===== src/sv/ptq_pkg.sv =====
`default_nettype none

package ptq_pkg;

   localparam int TIMER_COUNT  = 16;
   localparam int TIME_WIDTH   = 48;
   localparam int ID_WIDTH     = 4;
   localparam int PERIOD_WIDTH = 32;
   localparam int MODE_WIDTH   = 2;
   localparam int SLOT_WIDTH   = $clog2(TIMER_COUNT);
   localparam int CNT_WIDTH    = $clog2(TIMER_COUNT + 1);
   localparam int SUM_WIDTH    =
      ((TIME_WIDTH > PERIOD_WIDTH) ? TIME_WIDTH : PERIOD_WIDTH) + 1;

   typedef enum logic [MODE_WIDTH-1:0] {
      MODE_TICK    = 2'd0,
      MODE_ENABLE  = 2'd1,
      MODE_DISABLE = 2'd2,
      MODE_RESTART = 2'd3
   } mode_type;

   typedef enum logic [2:0] {
      ST_IDLE,
      ST_DECIDE,
      ST_REMOVE,
      ST_INSERT,
      ST_RESPOND
   } state_type;

   typedef struct packed {
      logic capture;
      logic decide;
      logic fire;
      logic ignore;
      logic write_period;
      logic set_active;
      logic clear_active;
      logic remove;
      logic remove_head;
      logic insert;
      logic respond;
   } cmd_type;

   typedef struct packed {
      mode_type mode;
      logic     id_ok;
      logic     active;
      logic     due;
      logic     out_busy;
   } status_type;

   function automatic logic [TIME_WIDTH-1:0] sat_add(
      input logic [TIME_WIDTH-1:0]   base,
      input logic [PERIOD_WIDTH-1:0] per
   );
      logic [SUM_WIDTH-1:0] sum;
      sum = SUM_WIDTH'(base) + SUM_WIDTH'(per);
      if (sum[SUM_WIDTH-1:TIME_WIDTH] != '0) begin
         return {TIME_WIDTH{1'b1}};
      end
      return sum[TIME_WIDTH-1:0];
   endfunction

endpackage

`default_nettype wire


===== src/sv/ptq_ctrl.sv =====
`default_nettype none

module ptq_ctrl (
   input  wire logic               clock,
   input  wire logic               reset,
   input  wire logic               req_valid,
   output logic                    req_stall,
   input  wire ptq_pkg::status_type status,
   output ptq_pkg::cmd_type        cmd
);

   typedef struct packed {
      logic remove;
      logic insert;
      logic head;
   } plan_type;

   ptq_pkg::state_type state_ff, state_in;
   plan_type           plan_ff, plan_in;
   logic               fire, ignore;

   always_comb begin
      fire   = (status.mode == ptq_pkg::MODE_TICK) && status.due;
      ignore = 1'b0;
      unique case (status.mode)
         ptq_pkg::MODE_TICK:    ignore = 1'b0;
         ptq_pkg::MODE_ENABLE:  ignore = !status.id_ok || status.active;
         ptq_pkg::MODE_DISABLE,
         ptq_pkg::MODE_RESTART: ignore = !status.id_ok || !status.active;
         default:               ignore = 1'b1;
      endcase
      plan_in.head   = fire;
      plan_in.remove = fire || (!ignore && ((status.mode == ptq_pkg::MODE_DISABLE) ||
                                            (status.mode == ptq_pkg::MODE_RESTART)));
      plan_in.insert = fire || (!ignore && ((status.mode == ptq_pkg::MODE_ENABLE) ||
                                            (status.mode == ptq_pkg::MODE_RESTART)));
   end

   always_ff @(posedge clock) begin
      if (reset) begin
         state_ff <= ptq_pkg::ST_IDLE;
      end else begin
         state_ff <= state_in;
      end
   end

   always_ff @(posedge clock) begin
      if (state_ff == ptq_pkg::ST_DECIDE) begin
         plan_ff <= plan_in;
      end
   end

   always_comb begin
      state_in = state_ff;
      unique case (state_ff)
         ptq_pkg::ST_IDLE: begin
            if (req_valid) state_in = ptq_pkg::ST_DECIDE;
         end
         ptq_pkg::ST_DECIDE: begin
            if (plan_in.remove) state_in = ptq_pkg::ST_REMOVE;
            else if (plan_in.insert) state_in = ptq_pkg::ST_INSERT;
            else state_in = ptq_pkg::ST_RESPOND;
         end
         ptq_pkg::ST_REMOVE: begin
            state_in = plan_ff.insert ? ptq_pkg::ST_INSERT : ptq_pkg::ST_RESPOND;
         end
         ptq_pkg::ST_INSERT: begin
            state_in = ptq_pkg::ST_RESPOND;
         end
         ptq_pkg::ST_RESPOND: begin
            if (!status.out_busy) state_in = ptq_pkg::ST_IDLE;
         end
         default: state_in = ptq_pkg::ST_IDLE;
      endcase
   end

   always_comb begin
      cmd       = '0;
      req_stall = 1'b1;
      unique case (state_ff)
         ptq_pkg::ST_IDLE: begin
            req_stall   = 1'b0;
            cmd.capture = req_valid;
         end
         ptq_pkg::ST_DECIDE: begin
            cmd.decide       = 1'b1;
            cmd.fire         = fire;
            cmd.ignore       = ignore;
            cmd.write_period = !ignore && (status.mode == ptq_pkg::MODE_ENABLE);
            cmd.set_active   = !ignore && (status.mode == ptq_pkg::MODE_ENABLE);
            cmd.clear_active = !ignore && (status.mode == ptq_pkg::MODE_DISABLE);
         end
         ptq_pkg::ST_REMOVE: begin
            cmd.remove      = 1'b1;
            cmd.remove_head = plan_ff.head;
         end
         ptq_pkg::ST_INSERT: begin
            cmd.insert = 1'b1;
         end
         ptq_pkg::ST_RESPOND: begin
            cmd.respond = !status.out_busy;
         end
         default: begin
            cmd = '0;
         end
      endcase
   end

endmodule

`default_nettype wire


===== src/sv/ptq_datapath.sv =====
`default_nettype none

module ptq_datapath (
   input  wire logic                              clock,
   input  wire logic                              reset,
   input  wire ptq_pkg::cmd_type                  cmd,
   output ptq_pkg::status_type                    status,
   input  wire logic [ptq_pkg::MODE_WIDTH-1:0]    req_mode,
   input  wire logic [ptq_pkg::ID_WIDTH-1:0]      req_timer_id,
   input  wire logic [ptq_pkg::PERIOD_WIDTH-1:0]  req_period,
   input  wire logic [ptq_pkg::TIME_WIDTH-1:0]    req_now,
   output logic                                   rsp_valid,
   input  wire logic                              rsp_stall,
   output logic                                   rsp_fired,
   output logic [ptq_pkg::ID_WIDTH-1:0]           rsp_fired_id,
   output logic                                   rsp_status,
   output logic                                   rsp_head_valid,
   output logic [ptq_pkg::TIME_WIDTH-1:0]         rsp_head_deadline
);

   localparam int N  = ptq_pkg::TIMER_COUNT;
   localparam int SW = ptq_pkg::SLOT_WIDTH;
   localparam int CW = ptq_pkg::CNT_WIDTH;
   localparam int TW = ptq_pkg::TIME_WIDTH;
   localparam int PW = ptq_pkg::PERIOD_WIDTH;

   logic [PW-1:0]       period_mem [N];
   logic [PW-1:0]       per_rd_ff;
   logic [N-1:0]        active_ff;

   logic [SW-1:0]       slot_id_ff [N];
   logic [SW-1:0]       slot_id_in [N];
   logic [TW-1:0]       slot_dl_ff [N];
   logic [TW-1:0]       slot_dl_in [N];
   logic [CW-1:0]       count_ff, count_in;

   ptq_pkg::mode_type   mode_ff;
   logic [SW-1:0]       id_ff;
   logic                id_ok_ff;
   logic [PW-1:0]       per_in_ff;
   logic [TW-1:0]       now_ff;

   logic [SW-1:0]       ins_id_ff;
   logic [TW-1:0]       ins_dl_ff;
   logic                fired_ff;
   logic                ignored_ff;

   logic                rsp_valid_ff;
   logic                rsp_fired_ff;
   logic [ptq_pkg::ID_WIDTH-1:0] rsp_fired_id_ff;
   logic                rsp_status_ff;
   logic                rsp_head_valid_ff;
   logic [TW-1:0]       rsp_head_deadline_ff;

   logic [SW-1:0]       rd_addr;
   logic [TW-1:0]       base;
   logic [PW-1:0]       per_sel;
   logic [N-1:0]        match;
   logic [N-1:0]        lt;
   logic                hit;
   logic                lt_prev;
   logic [SW-1:0]       prev_id;
   logic [TW-1:0]       prev_dl;

   assign rd_addr = (ptq_pkg::mode_type'(req_mode) == ptq_pkg::MODE_TICK) ?
                    slot_id_ff[0] : SW'(req_timer_id);

   always_ff @(posedge clock) begin
      if (cmd.capture) begin
         per_rd_ff <= period_mem[rd_addr];
         mode_ff   <= ptq_pkg::mode_type'(req_mode);
         id_ff     <= SW'(req_timer_id);
         id_ok_ff  <= (32'(req_timer_id) < N);
         per_in_ff <= req_period;
         now_ff    <= req_now;
      end
      if (cmd.write_period) begin
         period_mem[id_ff] <= per_in_ff;
      end
   end

   always_ff @(posedge clock) begin
      if (reset) begin
         active_ff <= '0;
      end else if (cmd.set_active) begin
         active_ff[id_ff] <= 1'b1;
      end else if (cmd.clear_active) begin
         active_ff[id_ff] <= 1'b0;
      end
   end

   assign status.mode     = mode_ff;
   assign status.id_ok    = id_ok_ff;
   assign status.active   = active_ff[id_ff];
   assign status.due      = (count_ff != '0) && (now_ff >= slot_dl_ff[0]);
   assign status.out_busy = rsp_valid_ff && rsp_stall;

   assign base    = (mode_ff == ptq_pkg::MODE_TICK) ? slot_dl_ff[0] : now_ff;
   assign per_sel = (mode_ff == ptq_pkg::MODE_ENABLE) ? per_in_ff : per_rd_ff;

   always_ff @(posedge clock) begin
      if (cmd.decide) begin
         ins_dl_ff  <= ptq_pkg::sat_add(base, per_sel);
         ins_id_ff  <= (mode_ff == ptq_pkg::MODE_TICK) ? slot_id_ff[0] : id_ff;
         fired_ff   <= cmd.fire;
         ignored_ff <= cmd.ignore;
      end
   end

   always_comb begin
      for (int k = 0; k < N; k++) begin
         match[k] = (CW'(k) < count_ff) &&
                    (cmd.remove_head ? (k == 0) : (slot_id_ff[k] == id_ff));
         lt[k]    = (CW'(k) < count_ff) && (slot_dl_ff[k] < ins_dl_ff);
      end
   end

   always_comb begin
      slot_id_in = slot_id_ff;
      slot_dl_in = slot_dl_ff;
      count_in   = count_ff;
      hit        = 1'b0;
      lt_prev    = 1'b1;
      prev_id    = ins_id_ff;
      prev_dl    = ins_dl_ff;
      if (cmd.remove && (match != '0)) begin
         for (int k = 0; k < N - 1; k++) begin
            hit = hit || match[k];
            if (hit) begin
               slot_id_in[k] = slot_id_ff[k + 1];
               slot_dl_in[k] = slot_dl_ff[k + 1];
            end
         end
         count_in = count_ff - CW'(1);
      end else if (cmd.insert && (count_ff < CW'(N))) begin
         for (int k = 0; k < N; k++) begin
            if ((CW'(k) <= count_ff) && !lt[k]) begin
               if (lt_prev) begin
                  slot_id_in[k] = ins_id_ff;
                  slot_dl_in[k] = ins_dl_ff;
               end else begin
                  slot_id_in[k] = prev_id;
                  slot_dl_in[k] = prev_dl;
               end
            end
            lt_prev = lt[k];
            prev_id = slot_id_ff[k];
            prev_dl = slot_dl_ff[k];
         end
         count_in = count_ff + CW'(1);
      end
   end

   always_ff @(posedge clock) begin
      slot_id_ff <= slot_id_in;
      slot_dl_ff <= slot_dl_in;
   end

   always_ff @(posedge clock) begin
      if (reset) begin
         count_ff <= '0;
      end else begin
         count_ff <= count_in;
      end
   end

   always_ff @(posedge clock) begin
      if (reset) begin
         rsp_valid_ff <= 1'b0;
      end else if (cmd.respond) begin
         rsp_valid_ff <= 1'b1;
      end else if (!rsp_stall) begin
         rsp_valid_ff <= 1'b0;
      end
   end

   always_ff @(posedge clock) begin
      if (cmd.respond) begin
         rsp_fired_ff         <= fired_ff;
         rsp_fired_id_ff      <= fired_ff ? ptq_pkg::ID_WIDTH'(ins_id_ff) : '0;
         rsp_status_ff        <= ignored_ff;
         rsp_head_valid_ff    <= (count_ff != '0);
         rsp_head_deadline_ff <= (count_ff != '0) ? slot_dl_ff[0] : '0;
      end
   end

   assign rsp_valid         = rsp_valid_ff;
   assign rsp_fired         = rsp_fired_ff;
   assign rsp_fired_id      = rsp_fired_id_ff;
   assign rsp_status        = rsp_status_ff;
   assign rsp_head_valid    = rsp_head_valid_ff;
   assign rsp_head_deadline = rsp_head_deadline_ff;

endmodule

`default_nettype wire


===== src/sv/periodic_timer_queue_core.sv =====
// channel  direction  handshake             payload
// req      in         req_valid/req_stall   mode, timer_id, period, now
// rsp      out        rsp_valid/rsp_stall   fired, fired_id, status, head_valid, head_deadline
//
// An item runs through capture, decide, an optional list removal, an optional sorted
// insert, and the response load. The sorted list shifts all of its entries within one step.
// Reset clears the state, enable bits, list count and response valid; nothing else.
// A result waits in the response register; the next item is taken while it waits and
// holds in the response step until the register frees.
`default_nettype none

module periodic_timer_queue_core (
   input  wire logic                              clock,
   input  wire logic                              reset,
   input  wire logic                              req_valid,
   output logic                                   req_stall,
   input  wire logic [ptq_pkg::MODE_WIDTH-1:0]    req_mode,
   input  wire logic [ptq_pkg::ID_WIDTH-1:0]      req_timer_id,
   input  wire logic [ptq_pkg::PERIOD_WIDTH-1:0]  req_period,
   input  wire logic [ptq_pkg::TIME_WIDTH-1:0]    req_now,
   output logic                                   rsp_valid,
   input  wire logic                              rsp_stall,
   output logic                                   rsp_fired,
   output logic [ptq_pkg::ID_WIDTH-1:0]           rsp_fired_id,
   output logic                                   rsp_status,
   output logic                                   rsp_head_valid,
   output logic [ptq_pkg::TIME_WIDTH-1:0]         rsp_head_deadline
);

   ptq_pkg::cmd_type    cmd;
   ptq_pkg::status_type status;

   ptq_ctrl u_ctrl (
      .clock     (clock),
      .reset     (reset),
      .req_valid (req_valid),
      .req_stall (req_stall),
      .status    (status),
      .cmd       (cmd)
   );

   ptq_datapath u_datapath (
      .clock             (clock),
      .reset             (reset),
      .cmd               (cmd),
      .status            (status),
      .req_mode          (req_mode),
      .req_timer_id      (req_timer_id),
      .req_period        (req_period),
      .req_now           (req_now),
      .rsp_valid         (rsp_valid),
      .rsp_stall         (rsp_stall),
      .rsp_fired         (rsp_fired),
      .rsp_fired_id      (rsp_fired_id),
      .rsp_status        (rsp_status),
      .rsp_head_valid    (rsp_head_valid),
      .rsp_head_deadline (rsp_head_deadline)
   );

endmodule

`default_nettype wire


===== config.mk =====
export PLATFORM = sky130hd
export DESIGN_NAME = periodic_timer_queue_core
export DESIGN_NICKNAME = d
export VERILOG_FILES = /design/src/sv/ptq_pkg.sv /design/src/sv/ptq_ctrl.sv /design/src/sv/ptq_datapath.sv /design/src/sv/periodic_timer_queue_core.sv
export SDC_FILE = /design/constraint.sdc
export NUM_CORES = 2
export LEC_CHECK = 0
export BUFFER_PORTS_ARGS = -buffer_cell sky130_fd_sc_hd__buf_4
export CAP_MARGIN = 15
export CORE_AREA = 2 2 433 435
export DETAILED_ROUTE_END_ITERATION = 8
export DIE_AREA = 0 0 435 437
export PLACE_DENSITY = 0.61
export SLEW_MARGIN = 20
export SYNTH_ARGS = -nofsm -noshare
export SYNTH_HDL_FRONTEND = slang
export SYNTH_SLANG_ARGS = --single-unit

===== constraint.sdc =====
create_clock -name clock -period 21.7 [get_ports clock]
set_clock_uncertainty 0.2 [all_clocks]
set_input_delay 4.34 -clock clock [delete_from_list [all_inputs] [get_ports clock]]
set_output_delay 4.34 -clock clock [all_outputs]
set_load 0.1 [all_outputs]

## Word level (Yosys, flattened, before mapping)

Memory sizes are Yosys's and may differ from the RTL's. A register that Yosys moved wholly into a read port is not among the register bits.
Cells that the tools add are included.

| storage, ports and cells | value |
|---|---|
| register bits | 1054 |
| RAM bits | 512 |
| bits of input ports | 90 |
| output and inout port bits | 57 |
| word-level logic and storage cells | 432 |
| memories kept | 1 |

| cells by class | value |
|---|---|
| $add $sub $neg | 3 |
| magnitude comparators | 52 |
| equal/unequal tests | 41 |
| multiplexer cells | 145 |
| bitwise gates (word level) | 4 |
| reduce and logical (&&, ||, !) cells | 135 |

Memory list:

| name | depth | width | rd ports | clocked after memory_dff | write ports | line | text |
|---|---|---|---|---|---|---|---|
| u_datapath.period_mem | 16 | 32 | 1 | 1 | 1 | ptq_datapath.sv:27 | `logic [PW-1:0] period_mem [N];` |

Operator list:

| operator | number |
|---|---|
| $mux 48 | 49 |
| $lt 48x48->1 | 16 |
| $mux 768 | 1 |
| $mux 720 | 1 |
| $mux 4 | 48 |
| $eq 4x4->1 | 16 |
| $mux 64 | 1 |
| $mux 60 | 1 |
| $logic_and 1x1->1 | 58 |
| $add 48x32->49 | 1 |
| $ge 48x48->1 | 1 |
| $reduce_and 3->1 | 16 |
| $le 4x5->1 const A | 8 |
| $lt 4x5->1 const A | 8 |
| $reduce_bool 2->1 | 17 |
| $mux 16 | 2 |
| $mux 32 | 1 |
| $ne 2x2->1 const B | 16 |
| $mux 1 | 28 |
| $le 3x5->1 const A | 4 |
| $lt 3x5->1 const A | 4 |
| $logic_not 1->1 | 19 |
| $logic_or 1x1->1 | 18 |
| $and 16x16->16 | 1 |
| 32 further kinds | 45 |

## Longest topological paths before layout

| depth | value |
|---|---|
| depth in word-level cells | 20 |
| mapped depth | 22 |
| mapped depth without buffers | 14 |

## Hierarchy

Synthesis repeated with hierarchy kept, for this count alone.

| unflattened totals | value |
|---|---|
| cell total of the unflattened synthesis | 7492 |
| area, all modules | 90120.2 µm² |

Modules (own cells, without submodules):

| module | times used | cells each | area an instance (µm²) | sequential area each (µm²) |
|---|---|---|---|---|
| ptq_datapath | 1 | 7450 | 89751.1 | 47615.7 |
| ptq_ctrl | 1 | 42 | 369.1 | 120.1 |

## Worst setup path after synthesis

OpenSTA, ideal clock, no wires.

| timing path | value |
|---|---|
| path kind | register -> register |
| from | reg u_datapath.ins_dl_ff[43] |
| to | reg u_datapath.slot_dl_ff[240] (netlist name), enable pin |
| library setup time | 0.534 ns |
| arrival time | 7.325 ns |
| data required time | 20.966 ns |
| path slack | 13.642 ns |
| stages on the path, launching flop included | 14 |
| path buffers | 3 |
| period minus slack after synthesis | 8.058 ns |
| path through | edfxtp_1 -> clkbuf_1 -> inv_1 -> ha_1 -> nand2_1 -> or3_1 -> or4_1 -> or4_1 -> or3_1 -> o221ai_1 -> nor4_1 -> buf_6 -> buf_6 -> o21ai_0 |

| on the way | value |
|---|---|
| longest elaborated chain between the ends | 6 |

RTL lines:

| what | line | text |
|---|---|---|
| from (decl) | ptq_datapath.sv:44 | `logic [TW-1:0] ins_dl_ff;` |
| from (signal assigned) | ptq_datapath.sv:103 | `ins_dl_ff <= ptq_pkg::sat_add(base, per_sel);` |
| $lt 48x48->1 | ptq_datapath.sv:114 | `lt[k] = (CW'(k) < count_ff) && (slot_dl_ff[k] < ins_dl_ff);` |
| $logic_and 1x1->1 | ptq_datapath.sv:114 |  |
| $logic_not 1->1 | ptq_datapath.sv:137 | `if ((CW'(k) <= count_ff) && !lt[k]) begin` |
| $logic_and 1x1->1 | ptq_datapath.sv:137 |  |
| $reduce_bool 2->1 (no source line) | -- |  |
| $reduce_and 3->1 (no source line) | -- |  |
| to (signal assigned) | ptq_datapath.sv:156 | `slot_dl_ff <= slot_dl_in;` |
| to (decl) | ptq_datapath.sv:33 | `logic [TW-1:0] slot_dl_ff [N];` |

No other way between the ends.
A chain may end at the register's enable or synchronous reset.

## Worst setup path after layout

| timing path | value |
|---|---|
| from | reg u_datapath.ins_dl_ff[4] |
| to | reg u_datapath.slot_dl_ff[712] (netlist name), enable pin |

The elaborated chain is that of the path after synthesis.

==> impl_metrics.ini <==
[critical_path]
critPathTopFamily = compound AO/OA/AOI/OAI gates
crit_required_ns = 21.93
crit_top_cell = buf_4
worstSetupPathType = register to register
cp_max_fo = 52
timing.critical_path.arrival_ns = 7.64
slowest_stage = a221oi_1
cp-start-kind = register
path_cells = inv_1, ha_1, a21oi_1, o21ai_0, a2111o_1, a221oi_1, o211ai_1, a221oi_4, buf_4, buf_4, o22ai_4, buf_4
end_kind = register
max_stage_delay_ns = 1.03
worstPathBufferInverterCount = 4

[timing]
drv_slew = 0
finalCritPeriodShare = 0.342
worst_slew_pin_slew_ns = 1.26
setup_viol = 0
grt_setup_unrepaired = false
min_period_ns = 7.41
relSlewSlack = 0.162
tns_ns = 0
whs_ns = 0.233
fmax_ghz = 0.135
finalHoldViolations = 0

[cts]
clock_sinks = 1598
postCtsResizedCells = 0
cts_tree = yes
cts_setup_buffers = 0
insertion_delay_ns = 0.87
htree_levels = 4
numCtsBuffers = 172
clk_pin_slew_ns = 0.06
cts_root_buf = clkbuf_16
cts_hold_buf = 0
clock_path_buffers = 3

[layout]
final_common_cell = edfxtp_1
fin_area_mm2 = 0.0999
utilization = 0.540
multiInputGateArea_mm2 = 0.0405
layout.nets = 8600
final_cell_mix = edfxtp_1 (1573), nand2_1 (1152), ha_1 (790), o21ai_0 (675), mux2i_1 (512)
drive_above_1_share = 0.108
area_delta_synth_final_pct = 10.6
seq_area_mm2 = 0.0477
nFillCells = 15900

[pwr]
power.density_mw_per_mm2 = 74.1
p_leak_nw = 33.7
total_power_w = 0.00740
irDropWorstVdd_v = 0.0000835

[floorplanning]
fp-row-count = 158
die_y_um = 437
core_mm2 = 0.185
initial_utilization = 0.488
die-area_mm2 = 0.190
die_w_um = 435
ios = 147

[routing]
routedWlPerCell_um = 30.2
drt-initial-drc-count = 8748
final_antenna_net_count = 0
drt_pass1_iterations = 6
wirelength_um = 313000
drc = 0
viasPerCell = 6.58
vias = 68000

[logic_synthesis]
yosys_warnings = 0
ys_ff_latch = 1598
synth_area_mm2 = 0.0903
async_reset_ff_frac = 0
syn_nets = 8592
synthCells = 7711
ys_seq_area_frac = 0.529
synth_cell_types = 74
ys.flop_type = edfxtp_1
synth_edf_count = 1573
synthesis.area_per_instance_um2 = 11.7

[place]
port_buffers = 146
gp_congestion = 0.951
place_area_mm2 = 0.0943
dp_hpwl_um = 207000

[global_routing]
grt-ovfl-total = 0
grt_max_degree = 232
grt_pass1_wl_um = 451000
grt_pass1_vias = 65600
antenna_found_initial = 5
grt_usage = 0.320

[run]
maxCapViolCount = 0

[status]
status = finished, final reports clean

[hold_path]
hold_class = register to register
kinds of logic after synthesis:
kind of cell / share of synthesized area
AND/OR/NAND/NOR: 0.104
AO/OA/AOI/OAI: 0.119
flip-flops: 0.529
adder cells (fa/ha/maj): 0.110
multiplexers: 0.101
buffers and inverters: 0.0272
XOR/XNOR: 0.0100
power by group:
part / total (W) / leakage, nW / switching (W) / internal (W)
Clock: 0.00292 / 2.64 / 0.00132 / 0.00161
Combinational: 0.000958 / 17.5 / 0.000615 / 0.000343
Sequential: 0.00351 / 13.5 / 0.0000796 / 0.00344
registers in the layout (all words and copies together), names as in the netlist, 2 cells and up, named ones only:
signal,flops
u_datapath.per_in_ff,32
u_datapath.rsp_fired_id,4
u_ctrl.plan_ff,2
u_datapath.per_rd_ff,32
u_datapath.slot_id_ff,64
u_datapath.mode_ff,2
u_datapath.count_ff,5
u_datapath.ins_id_ff,4
u_datapath.id_ff,4
u_ctrl.state_ff,3
u_datapath.ins_dl_ff,48
u_datapath.slot_dl_ff,768
u_datapath.rsp_head_deadline,48
u_datapath.now_ff,48
u_datapath.period_mem,512
area by class of cell:
cell class                      instances  share of cell area
Clock buffer                          219              0.0449
Clock inverter                         92              0.0101
Timing Repair Buffer                  312              0.0243
Tap cell                             2480              0.0311
Sequential cell                      1598               0.478
Inverter                              145             0.00555
Antenna cell                            1           0.0000251
Multi-Input combinational cell       5490               0.406
worst paths after layout:
path                            from                          to  slack, ns  cells after the start
max          u_datapath.ins_dl_ff[4]  u_datapath.slot_dl_ff[712]      14.29                     12
min            u_datapath.ignored_ff       u_datapath.rsp_status       0.23                      0
max reg2reg  u_datapath.ins_dl_ff[4]  u_datapath.slot_dl_ff[712]      14.29                     12
min reg2reg    u_datapath.ignored_ff       u_datapath.rsp_status       0.23                      0
cells in the mapped netlist, types with 28 or more instances:
master	count	area [µm²]
edfxtp_1	1573	47200
nand2_1	1153	4330
ha_1	790	9880
o21ai_0	680	3400
mux2i_1	516	5160
clkbuf_1	382	1430
nand3_1	259	1300
a21oi_1	251	1260
a21o_1	187	1400
o211ai_1	187	1400
nor2_1	172	646
a31oi_1	161	1010
nor3_1	154	771
inv_1	145	544
nand4_1	138	863
mux4_2	133	3000
mux2_2	86	968
xnor2_1	69	604
a211oi_1	62	465
buf_2	51	255
o21ai_1	49	245
nor2b_1	39	244
and2_1	38	238
buf_1	38	143
xor2_1	34	298
nand2b_1	33	206
a32oi_1	28	245
stage by stage:
step                setup WS [ns]  instances
global placement            13.44      10000
finish                      14.29      10300
floorplan                   13.64       7711
global route                14.02      10300
CTS                         14.34      10300
detailed placement          13.41      10000
routing by layer:
metal | GRT usage | up-vias | part of all wire
met3 | 0.0615 | 668 | 0.097
met4 | 0.135 | 6 | 0.045
met1 | 0.440 | 34100 | 0.41
li1 | - | 29500 | -
met2 | 0.497 | 3773 | 0.45
met5 | 0 | - | 0.00012
worst register-to-register path: cells and delay by family, from the launching register on:
family,cells,cell delay (ns)
AO/OA/AOI/OAI,7,3.25
buffers and inverters,4,2.25
flip-flops,1,0.75
adder cells (fa/ha/maj),1,0.51
Power figures use the tool's default switching activity.
